$ cat src/hdl/dbdf_pkg.sv
// Package: widths, codes, config and control types, helper functions for the box filter.
package dbdf_pkg;

	localparam int FRACTION_BITS = 4;
	localparam int SCALE_SHIFT   = FRACTION_BITS + 1;

	localparam int COORD_W = 18;
	localparam int SCORE_W = 16;
	localparam int NET_W   = 13;
	localparam int GEOM_W  = 17;
	localparam int CLS_W   = 2;

	localparam int LIM_W = NET_W + SCALE_SHIFT;
	localparam int RAW_W = ((COORD_W + 2) > (LIM_W + 1)) ? (COORD_W + 2) : (LIM_W + 1);

	localparam int NUM_STAGES = 4;

	localparam int CFG_ADDR_W = 3;
	localparam int CFG_DATA_W = 16;

	localparam int IN_DATA_W   = 4 * COORD_W + 3 * SCORE_W;
	localparam int IN_TDATA_W  = ((IN_DATA_W + 7) / 8) * 8;
	localparam int OUT_DATA_W  = 4 * GEOM_W + SCORE_W;
	localparam int OUT_TDATA_W = ((OUT_DATA_W + 7) / 8) * 8;
	localparam int OUT_USER_W  = 1 + CLS_W;

	localparam int GEOM_MAX = (1 << GEOM_W) - 1;

	localparam logic [NET_W-1:0]   NET_RESET = NET_W'(640);
	localparam logic [SCORE_W-1:0] THR_RESET = SCORE_W'(16384);
	localparam logic [LIM_W-1:0]   ONE_PIXEL = LIM_W'(1 << SCALE_SHIFT);

	typedef enum logic [CLS_W-1:0] {
		CLS_FIRE  = 2'd0,
		CLS_OTHER = 2'd1,
		CLS_SMOKE = 2'd2
	} cls_t;

	typedef enum logic [CFG_ADDR_W-1:0] {
		REG_NET_WIDTH  = 3'd0,
		REG_NET_HEIGHT = 3'd1,
		REG_THR_FIRE   = 3'd2,
		REG_THR_OTHER  = 3'd3,
		REG_THR_SMOKE  = 3'd4
	} reg_idx_t;

	typedef struct packed {
		logic [NET_W-1:0]   net_width;
		logic [NET_W-1:0]   net_height;
		logic [SCORE_W-1:0] thr_fire;
		logic [SCORE_W-1:0] thr_other;
		logic [SCORE_W-1:0] thr_smoke;
	} cfg_t;

	typedef struct packed {
		logic [NUM_STAGES-1:0] en;
	} pipe_ctl_t;

	// clamp a signed value to [0, lim]
	function automatic logic [LIM_W-1:0] clamp_lim(input logic signed [RAW_W-1:0] v,
			input logic [LIM_W-1:0] lim);
		logic [RAW_W-2:0] lim_x;
		lim_x = (RAW_W-1)'(lim);
		if (v[RAW_W-1]) begin
			clamp_lim = '0;
		end else if (v[RAW_W-2:0] > lim_x) begin
			clamp_lim = lim;
		end else begin
			clamp_lim = v[LIM_W-1:0];
		end
	endfunction

	// drop the extra fraction bit, round half up, saturate
	function automatic logic [GEOM_W-1:0] to_geom(input logic [LIM_W-1:0] v);
		logic [LIM_W:0]   sum;
		logic [LIM_W-1:0] half;
		sum  = {1'b0, v} + (LIM_W+1)'(1);
		half = sum[LIM_W:1];
		if ((LIM_W+GEOM_W)'(half) > (LIM_W+GEOM_W)'(GEOM_MAX)) begin
			to_geom = GEOM_W'(GEOM_MAX);
		end else begin
			to_geom = GEOM_W'(half);
		end
	endfunction

endpackage

$ cat src/hdl/dbdf_ctrl.sv
// Pipeline valid/ready control: per-stage valid bits and load enables.
module dbdf_ctrl (
	input  logic                  clk,
	input  logic                  arst_n,
	input  logic                  s_valid,
	output logic                  s_ready,
	output logic                  m_valid,
	input  logic                  m_ready,
	output dbdf_pkg::pipe_ctl_t   ctl
);

	logic [dbdf_pkg::NUM_STAGES-1:0] vld_q;
	logic [dbdf_pkg::NUM_STAGES-1:0] rdy;
	logic [dbdf_pkg::NUM_STAGES-1:0] vin;

	always_comb begin
		rdy[dbdf_pkg::NUM_STAGES-1] = !vld_q[dbdf_pkg::NUM_STAGES-1] || m_ready;
		for (int k = dbdf_pkg::NUM_STAGES - 2; k >= 0; k--) begin
			rdy[k] = !vld_q[k] || rdy[k+1];
		end
		vin[0] = s_valid;
		for (int k = 1; k < dbdf_pkg::NUM_STAGES; k++) begin
			vin[k] = vld_q[k-1];
		end
	end

	always_ff @(posedge clk or negedge arst_n) begin
		if (!arst_n) begin
			vld_q <= '0;
		end else begin
			for (int k = 0; k < dbdf_pkg::NUM_STAGES; k++) begin
				if (rdy[k]) begin
					vld_q[k] <= vin[k];
				end
			end
		end
	end

	assign ctl.en  = rdy;
	assign s_ready = rdy[0];
	assign m_valid = vld_q[dbdf_pkg::NUM_STAGES-1];

endmodule

$ cat src/hdl/dbdf_cls.sv
// Class pick and threshold test, carried down to the last pipeline stage.
module dbdf_cls (
	input  logic                             clk,
	input  dbdf_pkg::pipe_ctl_t              ctl,
	input  dbdf_pkg::cfg_t                   cfg,
	input  logic [dbdf_pkg::SCORE_W-1:0]     score_fire,
	input  logic [dbdf_pkg::SCORE_W-1:0]     score_other,
	input  logic [dbdf_pkg::SCORE_W-1:0]     score_smoke,
	input  logic                             last_in,
	output dbdf_pkg::cls_t                   cls_s4,
	output logic [dbdf_pkg::SCORE_W-1:0]     score_s4,
	output logic                             pass_s4,
	output logic                             last_s4
);

	dbdf_pkg::cls_t               cls_c;
	logic [dbdf_pkg::SCORE_W-1:0] best_c;
	logic [dbdf_pkg::SCORE_W-1:0] thr_c;

	dbdf_pkg::cls_t               cls_s1, cls_s2, cls_s3;
	logic [dbdf_pkg::SCORE_W-1:0] score_s1, score_s2, score_s3;
	logic                         pass_s1, pass_s2, pass_s3;
	logic                         last_s1, last_s2, last_s3;

	// ties keep the lower class
	always_comb begin
		cls_c  = dbdf_pkg::CLS_FIRE;
		best_c = score_fire;
		if (score_other > best_c) begin
			cls_c  = dbdf_pkg::CLS_OTHER;
			best_c = score_other;
		end
		if (score_smoke > best_c) begin
			cls_c  = dbdf_pkg::CLS_SMOKE;
			best_c = score_smoke;
		end
		unique case (cls_c)
			dbdf_pkg::CLS_FIRE:  thr_c = cfg.thr_fire;
			dbdf_pkg::CLS_OTHER: thr_c = cfg.thr_other;
			dbdf_pkg::CLS_SMOKE: thr_c = cfg.thr_smoke;
			default:             thr_c = cfg.thr_smoke;
		endcase
	end

	always_ff @(posedge clk) begin
		if (ctl.en[0]) begin
			cls_s1   <= cls_c;
			score_s1 <= best_c;
			pass_s1  <= best_c >= thr_c;
			last_s1  <= last_in;
		end
		if (ctl.en[1]) begin
			cls_s2   <= cls_s1;
			score_s2 <= score_s1;
			pass_s2  <= pass_s1;
			last_s2  <= last_s1;
		end
		if (ctl.en[2]) begin
			cls_s3   <= cls_s2;
			score_s3 <= score_s2;
			pass_s3  <= pass_s2;
			last_s3  <= last_s2;
		end
		if (ctl.en[3]) begin
			cls_s4   <= cls_s3;
			score_s4 <= score_s3;
			pass_s4  <= pass_s3;
			last_s4  <= last_s3;
		end
	end

endmodule

$ cat src/hdl/dbdf_geom.sv
// Box geometry: raw corners, corner clamp, size clamp and check, output rounding.
module dbdf_geom (
	input  logic                                 clk,
	input  dbdf_pkg::pipe_ctl_t                  ctl,
	input  dbdf_pkg::cfg_t                       cfg,
	input  logic signed [dbdf_pkg::COORD_W-1:0]  center_x,
	input  logic signed [dbdf_pkg::COORD_W-1:0]  center_y,
	input  logic signed [dbdf_pkg::COORD_W-1:0]  box_w,
	input  logic signed [dbdf_pkg::COORD_W-1:0]  box_h,
	output logic [dbdf_pkg::GEOM_W-1:0]          left_s4,
	output logic [dbdf_pkg::GEOM_W-1:0]          top_s4,
	output logic [dbdf_pkg::GEOM_W-1:0]          width_s4,
	output logic [dbdf_pkg::GEOM_W-1:0]          height_s4,
	output logic                                 size_ok_s4
);

	logic [dbdf_pkg::LIM_W-1:0] lim_x, lim_y;

	logic signed [dbdf_pkg::COORD_W:0]  two_x, two_y;

	logic signed [dbdf_pkg::RAW_W-1:0] x1_s1, x2_s1, y1_s1, y2_s1;
	logic [dbdf_pkg::LIM_W-1:0]        x1_s2, x2_s2, y1_s2, y2_s2;
	logic signed [dbdf_pkg::LIM_W:0]   dx, dy;
	logic [dbdf_pkg::LIM_W-1:0]        bw_c, bh_c;
	logic [dbdf_pkg::LIM_W-1:0]        x1_s3, y1_s3, bw_s3, bh_s3;
	logic                              size_ok_s3;

	assign lim_x = {cfg.net_width,  {dbdf_pkg::SCALE_SHIFT{1'b0}}};
	assign lim_y = {cfg.net_height, {dbdf_pkg::SCALE_SHIFT{1'b0}}};

	assign two_x = {center_x, 1'b0};
	assign two_y = {center_y, 1'b0};

	// corners at one extra fraction bit: 2c -/+ size
	always_ff @(posedge clk) begin
		if (ctl.en[0]) begin
			x1_s1 <= dbdf_pkg::RAW_W'(two_x) - dbdf_pkg::RAW_W'(box_w);
			x2_s1 <= dbdf_pkg::RAW_W'(two_x) + dbdf_pkg::RAW_W'(box_w);
			y1_s1 <= dbdf_pkg::RAW_W'(two_y) - dbdf_pkg::RAW_W'(box_h);
			y2_s1 <= dbdf_pkg::RAW_W'(two_y) + dbdf_pkg::RAW_W'(box_h);
		end
	end

	always_ff @(posedge clk) begin
		if (ctl.en[1]) begin
			x1_s2 <= dbdf_pkg::clamp_lim(x1_s1, lim_x);
			x2_s2 <= dbdf_pkg::clamp_lim(x2_s1, lim_x);
			y1_s2 <= dbdf_pkg::clamp_lim(y1_s1, lim_y);
			y2_s2 <= dbdf_pkg::clamp_lim(y2_s1, lim_y);
		end
	end

	assign dx   = $signed({1'b0, x2_s2}) - $signed({1'b0, x1_s2});
	assign dy   = $signed({1'b0, y2_s2}) - $signed({1'b0, y1_s2});
	assign bw_c = dbdf_pkg::clamp_lim(dbdf_pkg::RAW_W'(dx), lim_x);
	assign bh_c = dbdf_pkg::clamp_lim(dbdf_pkg::RAW_W'(dy), lim_y);

	always_ff @(posedge clk) begin
		if (ctl.en[2]) begin
			x1_s3      <= x1_s2;
			y1_s3      <= y1_s2;
			bw_s3      <= bw_c;
			bh_s3      <= bh_c;
			size_ok_s3 <= (bw_c >= dbdf_pkg::ONE_PIXEL) && (bh_c >= dbdf_pkg::ONE_PIXEL);
		end
	end

	always_ff @(posedge clk) begin
		if (ctl.en[3]) begin
			left_s4    <= dbdf_pkg::to_geom(x1_s3);
			top_s4     <= dbdf_pkg::to_geom(y1_s3);
			width_s4   <= dbdf_pkg::to_geom(bw_s3);
			height_s4  <= dbdf_pkg::to_geom(bh_s3);
			size_ok_s4 <= size_ok_s3;
		end
	end

endmodule

$ cat src/hdl/detection_box_decode_filter.sv
// Top level: detection box decode and filter, config registers and stream ports.
// One candidate box is taken per clock while the input side is ready, and one result
// leaves per box, in order, after passing through the four register stages (class
// pick and raw corners, corner clamp, size clamp and check, rounding). Each stage
// loads whenever it is empty or the stage after it moves, so a stall at the output
// fills the pipeline before the input side sees tready fall. Config writes are meant
// for idle periods only.
module detection_box_decode_filter (
	input  logic                                clk,
	input  logic                                arst_n,

	input  logic                                s_axis_tvalid,
	output logic                                s_axis_tready,
	// center_x, center_y, box_w, box_h, score_fire, score_other, score_smoke
	input  logic [dbdf_pkg::IN_TDATA_W-1:0]     s_axis_tdata,
	// frame_last_in
	input  logic                                s_axis_tlast,

	output logic                                m_axis_tvalid,
	input  logic                                m_axis_tready,
	// left, top, out_width, out_height, confidence, zero pad
	output logic [dbdf_pkg::OUT_TDATA_W-1:0]    m_axis_tdata,
	// keep, class_id
	output logic [dbdf_pkg::OUT_USER_W-1:0]     m_axis_tuser,
	// frame_last_out
	output logic                                m_axis_tlast,

	input  logic                                cfg_wr_en,
	input  logic [dbdf_pkg::CFG_ADDR_W-1:0]     cfg_addr,
	input  logic [dbdf_pkg::CFG_DATA_W-1:0]     cfg_wdata
);

	localparam int CW = dbdf_pkg::COORD_W;
	localparam int SW = dbdf_pkg::SCORE_W;

	dbdf_pkg::cfg_t      cfg_q;
	dbdf_pkg::pipe_ctl_t ctl;

	dbdf_pkg::cls_t               cls_s4;
	logic [dbdf_pkg::SCORE_W-1:0] score_s4;
	logic                         pass_s4, last_s4;
	logic [dbdf_pkg::GEOM_W-1:0]  left_s4, top_s4, width_s4, height_s4;
	logic                         size_ok_s4;
	logic                         keep;
	logic [4*dbdf_pkg::GEOM_W-1:0] geom;

	always_ff @(posedge clk or negedge arst_n) begin
		if (!arst_n) begin
			cfg_q.net_width  <= dbdf_pkg::NET_RESET;
			cfg_q.net_height <= dbdf_pkg::NET_RESET;
			cfg_q.thr_fire   <= dbdf_pkg::THR_RESET;
			cfg_q.thr_other  <= dbdf_pkg::THR_RESET;
			cfg_q.thr_smoke  <= dbdf_pkg::THR_RESET;
		end else if (cfg_wr_en) begin
			unique case (cfg_addr)
				dbdf_pkg::REG_NET_WIDTH:  cfg_q.net_width  <= cfg_wdata[dbdf_pkg::NET_W-1:0];
				dbdf_pkg::REG_NET_HEIGHT: cfg_q.net_height <= cfg_wdata[dbdf_pkg::NET_W-1:0];
				dbdf_pkg::REG_THR_FIRE:   cfg_q.thr_fire   <= cfg_wdata[SW-1:0];
				dbdf_pkg::REG_THR_OTHER:  cfg_q.thr_other  <= cfg_wdata[SW-1:0];
				dbdf_pkg::REG_THR_SMOKE:  cfg_q.thr_smoke  <= cfg_wdata[SW-1:0];
				default: ;
			endcase
		end
	end

	dbdf_ctrl u_ctrl (
		.clk     (clk),
		.arst_n  (arst_n),
		.s_valid (s_axis_tvalid),
		.s_ready (s_axis_tready),
		.m_valid (m_axis_tvalid),
		.m_ready (m_axis_tready),
		.ctl     (ctl)
	);

	dbdf_cls u_cls (
		.clk         (clk),
		.ctl         (ctl),
		.cfg         (cfg_q),
		.score_fire  (s_axis_tdata[4*CW +: SW]),
		.score_other (s_axis_tdata[4*CW+SW +: SW]),
		.score_smoke (s_axis_tdata[4*CW+2*SW +: SW]),
		.last_in     (s_axis_tlast),
		.cls_s4      (cls_s4),
		.score_s4    (score_s4),
		.pass_s4     (pass_s4),
		.last_s4     (last_s4)
	);

	dbdf_geom u_geom (
		.clk        (clk),
		.ctl        (ctl),
		.cfg        (cfg_q),
		.center_x   ($signed(s_axis_tdata[0 +: CW])),
		.center_y   ($signed(s_axis_tdata[CW +: CW])),
		.box_w      ($signed(s_axis_tdata[2*CW +: CW])),
		.box_h      ($signed(s_axis_tdata[3*CW +: CW])),
		.left_s4    (left_s4),
		.top_s4     (top_s4),
		.width_s4   (width_s4),
		.height_s4  (height_s4),
		.size_ok_s4 (size_ok_s4)
	);

	assign keep = pass_s4 && size_ok_s4;
	assign geom = keep ? {height_s4, width_s4, top_s4, left_s4} : '0;

	assign m_axis_tdata = {{(dbdf_pkg::OUT_TDATA_W-dbdf_pkg::OUT_DATA_W){1'b0}}, score_s4, geom};
	assign m_axis_tuser = {cls_s4, keep};
	assign m_axis_tlast = last_s4;

endmodule

$ cat config.mk
export PLATFORM = sky130hd
export DESIGN_NAME = detection_box_decode_filter
export DESIGN_NICKNAME = d
export VERILOG_FILES = /design/src/hdl/dbdf_pkg.sv /design/src/hdl/dbdf_ctrl.sv /design/src/hdl/dbdf_cls.sv /design/src/hdl/dbdf_geom.sv /design/src/hdl/detection_box_decode_filter.sv
export SDC_FILE = /design/constraint.sdc
export NUM_CORES = 1
export LEC_CHECK = 0
export BUFFER_PORTS_ARGS = -buffer_cell sky130_fd_sc_hd__buf_2
export CORE_ASPECT_RATIO = 1.25
export CORE_MARGIN = 3
export CORE_UTILIZATION = 40
export CTS_BUF_LIST = sky130_fd_sc_hd__clkbuf_2 sky130_fd_sc_hd__clkbuf_4 sky130_fd_sc_hd__clkbuf_8
export DETAILED_ROUTE_END_ITERATION = 6
export GPL_TIMING_DRIVEN = 0
export SYNTH_ARGS = -nofsm -noshare
export SYNTH_HDL_FRONTEND = slang
export SYNTH_HIERARCHICAL = 1
export SYNTH_SLANG_ARGS = --single-unit
$ cat constraint.sdc
create_clock -name clk -period 4.65 [get_ports clk]
set_input_delay 1.1625 -clock clk [delete_from_list [all_inputs] [get_ports clk]]
set_output_delay 1.1625 -clock clk [all_outputs]
set_load 0.02 [all_outputs]
Yosys cells after proc, flatten, opt, wreduce, memory -nomap -nowiden:

Cells that the tools add are included.

* register bits after elaboration: 452
* latch bits: 0
* bits in writable memories: 0
* bits in read-only memories: 0
* input port bits: 145
* word-level logic and storage cells: 112
* memories kept: 0

* add/subtract/negate cells: 10
* multipliers: 0
* divide/modulo/power cells: 0
* magnitude comparators: 15
* eq/ne operators: 5
* shifts and indexed selects: 0
* mux-type cells: 14
* bitwise logic cells: 0
* reduce and logical (&&, ||, !) cells: 21

Operators by type and width (count)
* $mux W18: 8
* $gt A19 B18 Y1: 6
* $add A18 B1 Y19 const B: 4
* $gt A18 B17 Y1 const B: 4
* $mux W68: 1
* $add A19 B18 Y20: 2
* $sub A19 B18 Y20: 2
* $sub A18 B18 Y19: 2
* $ge A18 B6 Y1 const B: 2
* $gt A16 B16 Y1: 2
* $mux W16: 2
* $pmux W16 S2: 1
* $ge A16 B16 Y1: 1
* $reduce_and A2 Y1: 5
* $reduce_or A2 Y1: 4
* $eq A3 B2 Y1 const B: 2
* $logic_not A1 Y1: 4
* $logic_or A1 B1 Y1: 4
* $eq A3 B1 Y1 const B: 1
* $eq A3 B3 Y1 const B: 1
* $logic_not A3 Y1: 1
* $eq A2 B1 Y1 const B: 1
* $logic_and A1 B1 Y1: 2
* $logic_not A2 Y1: 1
* other kinds (2): 2

Depth between registers and ports, before layout:

* depth in word-level cells: 7
* depth in mapped cells: 23
* depth with buffers taken out: 22

Hierarchy:

The synthesis kept the hierarchy.

By module, submodules not included
* dbdf_geom: times used 1, cells each 1754, area each 18763.0 µm², seq. area each 8768.4 µm²
* dbdf_cls: times used 1, cells each 304, area each 4314.1 µm², seq. area each 2402.3 µm²
* detection_box_decode_filter: times used 1, cells each 249, area each 3454.6 µm², seq. area each 1860.5 µm²
* dbdf_ctrl: times used 1, cells each 14, area each 176.4 µm², seq. area each 100.1 µm²

Worst setup path before layout:

Ideal clock, no wire load.

* path type: input -> register
* start point: in s_axis_tdata[87] (netlist name)
* end point: reg u_cls.pass_s1 (data pin)
* library setup time: 0.269 ns
* data arrival time: 5.698 ns
* slack: -1.317 ns
* stages: 22
* cell sequence: inv_1 ha_1 nand4_1 or3_4 a211o_1 a31oi_4 buf_8 mux2i_1 ha_1 nand4_1 or4_1 nor2b_1 o31a_1 nor2_2 buf_4 mux2i_1 ha_1 and4_1 a21oi_1 nand2_1 a221oi_1 o21ai_0

* elaborated cells between the ends (all ways): 10
* classes of those cells: order compare (3); eq/ne (1); mux (5); reduce/logical (1)

RTL lines
* start: declaration: line detection_box_decode_filter.sv:15 `input logic [dbdf_pkg::IN_TDATA_W-1:0] s_axis_tdata,`
* $gt A16 B16 Y1: line dbdf_cls.sv:29 `if (score_other > best_c) begin`
* $mux W16 (*): line dbdf_cls.sv:29
* $gt A16 B16 Y1: line dbdf_cls.sv:33 `if (score_smoke > best_c) begin`
* $mux W16 (*): line dbdf_cls.sv:33
* net u_cls.best_c (one bit): line dbdf_cls.sv:17 `logic [dbdf_pkg::SCORE_W-1:0] best_c;`
* $ge A16 B16 Y1 (*): line dbdf_cls.sv:49 `pass_s1 <= best_c >= thr_c;`
* end signal: assignment: line dbdf_cls.sv:49
* end: declaration: line dbdf_cls.sv:22 `logic pass_s1, pass_s2, pass_s3;`

The timed path passes the listed nets; every way through them passes the cells marked *.
A chain may end at the register's enable or synchronous reset.

Worst setup path in the final report:

* start point: in s_axis_tdata[103] (netlist name)
* end point: reg u_cls.pass_s1 (data pin)

* longest elaborated chain between the ends: 7
* elaborated cells between the ends (all ways): 10
* classes of those cells: order compare (3); eq/ne (1); mux (5); reduce/logical (1)

RTL lines
* $gt A16 B16 Y1: line dbdf_cls.sv:29
* $mux W16: line dbdf_cls.sv:29
* $gt A16 B16 Y1: line dbdf_cls.sv:33
* $mux W2: line dbdf_cls.sv:33
* $eq A2 B1 Y1 or $logic_not A2 Y1 (tied branches): line dbdf_cls.sv:37 `unique case (cls_c)`
* $pmux W16 S2: line dbdf_cls.sv:37
* $ge A16 B16 Y1 (*): line dbdf_cls.sv:49

Mark *: on every way between the ends. The rest lies on a longest branch, timed or not.

==> results.sh <==
export IMPL_status="complete, but fails checks"
export IMPL_failed_checks="setup timing"
export IMPL_maxCapViolations=0
export IMPL_nets=3121
export IMPL_yosysMostFrequentCell="edfxtp_1"
export IMPL_cts_tree="done"
export IMPL_grt_pass1_vias=19100
export IMPL_synth_top_area_share_pct=41.8
export IMPL_clk_path_buf_depth=3
export IMPL_vias=18800
export IMPL_yosys_register_bits=450
export IMPL_nFillCells=5817
export IMPL_start_kind="primary input"
export IMPL_drc=0
export IMPL_synth_async_reset_ratio_pct=17.3
export IMPL_grt_start_max_net_pins=99
export IMPL_setup_viol=14
export IMPL_crit_end="u_cls/pass_s1"
export IMPL_start_util_pct=40.6
export IMPL_skew_ns=0.0356
export IMPL_dieArea_mm2=0.0699
export IMPL_clockPowerShare_pct=19.1
export IMPL_synth_common_cells="edfxtp_1 (372), ha_1 (238), inv_1 (193)"
export IMPL_track_usage_pct=19.0
export IMPL_wl_per_cell_um=18.6
export IMPL_numClockSinks=450
export IMPL_num_rows=105
export IMPL_antenna_found_initial=6
export IMPL_cp_required_ns=5.04
export IMPL_p_int_mw=11.8
export IMPL_netlist_instances=2321
export IMPL_tightest_slew_ns=1.31
export IMPL_cp_end_kind="flop"
export IMPL_post_place_ws_ns=-2.40
export IMPL_drive_gt1_share_pct=25.5
export IMPL_vdd_drop_max_uv=377
export IMPL_ff2ff_path_depth=19
export IMPL_hold_viol=0
export IMPL_htree_levels=3
export IMPL_rsz0062_at_grt="yes"
export IMPL_power_frac_seq_pct=35.2
export IMPL_core_area_mm2=0.0658
export IMPL_die_h_um=295
export IMPL_slew_headroom_pct=12.6
export IMPL_drt_pre_antenna_iters=5
export IMPL_hold_slack_ns=0.355
export IMPL_reg2reg_to="u_geom/size_ok_s3"
export IMPL_p_leak_nw=14.3
export IMPL_switching_power_mw=6.96
export IMPL_path_class="primary input to flop"
export IMPL_powerDensity_mw_per_mm2=572
export IMPL_reg2reg_from="u_geom/x1_s2[5]"
export IMPL_slew_viol_final=0
export IMPL_ios=239
export IMPL_post_route_period_util_pct=125
export IMPL_syn_area_per_cell_um2=11.5
export IMPL_arrival_ns=6.23
export IMPL_routed_wl_mm=68.0
export IMPL_drt_iter0_drc=1039
export IMPL_yosysSeqAreaShare_pct=49.2
export IMPL_synth_edf_count=372
export IMPL_dp_hpwl_mm=53.7
export IMPL_p_comb_share_pct=45.6
export IMPL_p_sw_share_pct=37.2
export IMPL_place_gp_congestion=0.892
export IMPL_critical_path_max_fanout=5
export IMPL_synth_area_top_cells="edfxtp_1 (42%), ha_1 (11%), dfrtp_1 (6.7%)"
export IMPL_yosysWarnings=6
export IMPL_fin_ws_ns=-1.18
export IMPL_gr_total_overflow=0
export IMPL_drtAntennaViolNets=0
export IMPL_max_freq_ghz=0.171
export IMPL_area_delta_synth_final_pct=22.5
export IMPL_yosysTopAreaCell="edfxtp_1"
export IMPL_cts_buffers_inserted=70
export IMPL_portBuffers=234
export IMPL_synth_flop_cell="edfxtp_1"
export IMPL_via_per_inst=5.16
export IMPL_synth_area_mm2=0.0267
export IMPL_critPathLaunch="s_axis_tdata[103]"
export IMPL_grt_pass1_wl_mm=105
export IMPL_die_w_um=237
export IMPL_clockRootBuffer="clkbuf_8"
export IMPL_clk_pin_slew_ns=0.07
export IMPL_worstSkewPairLatency_ns=0.66
export IMPL_hp_class="primary input to asynchronous set/reset pin"
export IMPL_post_route_min_period_ns=5.83
export IMPL_r2r_slack_ns=-0.32
export IMPL_ys_types=89
worst min-delay path by stage:
stage,cells past startpoint,to,from
after floorplan,0,u_cls/cls_s2[0],u_cls/cls_s1[0]
after global placement,0,u_cls/score_s4[8],u_cls/score_s3[8]
after detailed placement,0,u_cls/cls_s4[1],u_cls/cls_s3[1]
after CTS,1,cfg_q[15],arst_n
after global routing,1,cfg_q[47],arst_n
final,1,cfg_q[15],arst_n
timing repair:
action	in CTS	in global routing
hold buffers	0	0
pin swaps	56	42
setup endpoints to repair	30	23
cloned	2	1
buffers inserted	57	35
resized for setup	161	56
registers in the layout (all words and copies together) (netlist names), 17 cells and up:
| signal | count |
|---|---|
| cfg_q | 74 |
| u_geom/bh_s3 | 18 |
| u_geom/bw_s3 | 18 |
| u_geom/height_s4 | 17 |
| u_geom/left_s4 | 17 |
| u_geom/top_s4 | 17 |
| u_geom/width_s4 | 17 |
| u_geom/x1_s1 | 20 |
| u_geom/x1_s2 | 18 |
| u_geom/x1_s3 | 18 |
| u_geom/x2_s1 | 19 |
| u_geom/x2_s2 | 18 |
| u_geom/y1_s1 | 20 |
| u_geom/y1_s2 | 18 |
| u_geom/y1_s3 | 18 |
| u_geom/y2_s1 | 19 |
| u_geom/y2_s2 | 18 |
final cells by class:
type | count | area (um2) | area share, %
multi-input combinational | 1604 | 13400 | 41.0
sequential | 450 | 13100 | 40.1
timing repair buffer | 337 | 2330 | 7.13
clock buffer | 93 | 1200 | 3.68
tap | 856 | 1070 | 3.27
inverter | 193 | 744 | 2.28
buffer | 76 | 468 | 1.43
clock inverter | 35 | 348 | 1.06
antenna | 5 | 12.5 | 0.0383
worst max-delay path, cell delays in order:
cell and delay, ns:
buf_8 0.10, ha_4 0.26, nand4_1 0.12, or3_4 0.41, a211o_1 0.31, a31oi_4 0.22, buf_12 0.14, buf_12 0.10
buf_6 0.08, mux2_4 0.32, ha_4 0.26, nand4_1 0.07, or4_4 0.55, nor2b_4 0.14, o31a_1 0.14, nor2_4 0.20
buf_6 0.16, buf_12 0.13, buf_4 0.12, mux2i_1 0.29, ha_1 0.28, o21ai_0 0.12, nor2_1 0.10, nor2_1 0.11
o31a_1 0.21, o21ai_2 0.09
metrics by stage:
stage          std cells  utilization [%]  power, mW  setup TNS, ns  cell area, um2
6_report            3649             49.7       18.7          -3.68           32700
5_1_grt             3647             49.7       20.0          -5.46           32700
3_3_place_gp        3414             44.1       13.7        -308.93           29100
2_1_floorplan       2324                -       11.7         -43.64           26800
4_1_cts             3612             48.8       18.4          -1.47           32100
3_5_place_dp        3426             44.5       13.9         -26.06           29300
logic make-up after synthesis:
logic type	share of synthesized area (%)
AND/OR/NAND/NOR	13.3
multiplexers	8.62
adder cells (fa/ha/maj)	11.6
AO/OA/AOI/OAI	8.80
other	0.0140
flip-flops	49.2
buffers and inverters	4.25
XOR/XNOR	4.30
power by group through the flow:
stage                     clock network (mW)  registers (mW)  logic (mW)
final                                   3.58            6.59        8.54
after global routing                    3.89            6.71        9.39
after CTS                               3.71            6.59        8.05
after detailed placement                   0            6.67        7.28
after global placement                     0            6.66        7.08
after floorplan                            0            6.37        5.35
placed cells by master (no fill, tap or decap), drive strengths merged, types with 6 or more instances in the layout:
| master | netlist | routed |
|---|---|---|
| edfxtp | 372 | 372 |
| buf | 28 | 364 |
| ha | 238 | 238 |
| inv | 193 | 199 |
| nor2 | 150 | 150 |
| clkbuf | 49 | 142 |
| mux2i | 119 | 119 |
| nand2 | 103 | 103 |
| and3 | 100 | 100 |
| a21oi | 100 | 100 |
| mux2 | 92 | 92 |
| xnor2 | 84 | 84 |
| nand2b | 73 | 73 |
| dfrtp | 71 | 71 |
| o21ai | 68 | 68 |
| nand3 | 50 | 50 |
| xor2 | 47 | 47 |
| nor2b | 37 | 37 |
| nor3 | 36 | 36 |
| o21a | 32 | 32 |
| nand4 | 26 | 26 |
| a21o | 25 | 25 |
| or3 | 21 | 21 |
| a31oi | 20 | 20 |
| clkinv | 0 | 20 |
| and2 | 16 | 16 |
| o21bai | 15 | 15 |
| a211oi | 14 | 14 |
| nor3b | 11 | 11 |
| nor4 | 10 | 10 |
| o211ai | 9 | 9 |
| o31ai | 8 | 8 |
| dfstp | 7 | 7 |
| o31a | 7 | 7 |
| fa | 6 | 6 |
| a221oi | 6 | 6 |
metal layers:
metal | share of wire, % | GRT usage, %
met1 | 43 | 23.9
met2 | 49 | 32.9
met3 | 4.7 | 2.97
met4 | 3.3 | 7.60
met5 | 0.019 | 0
(Power assumes the default switching activity.)
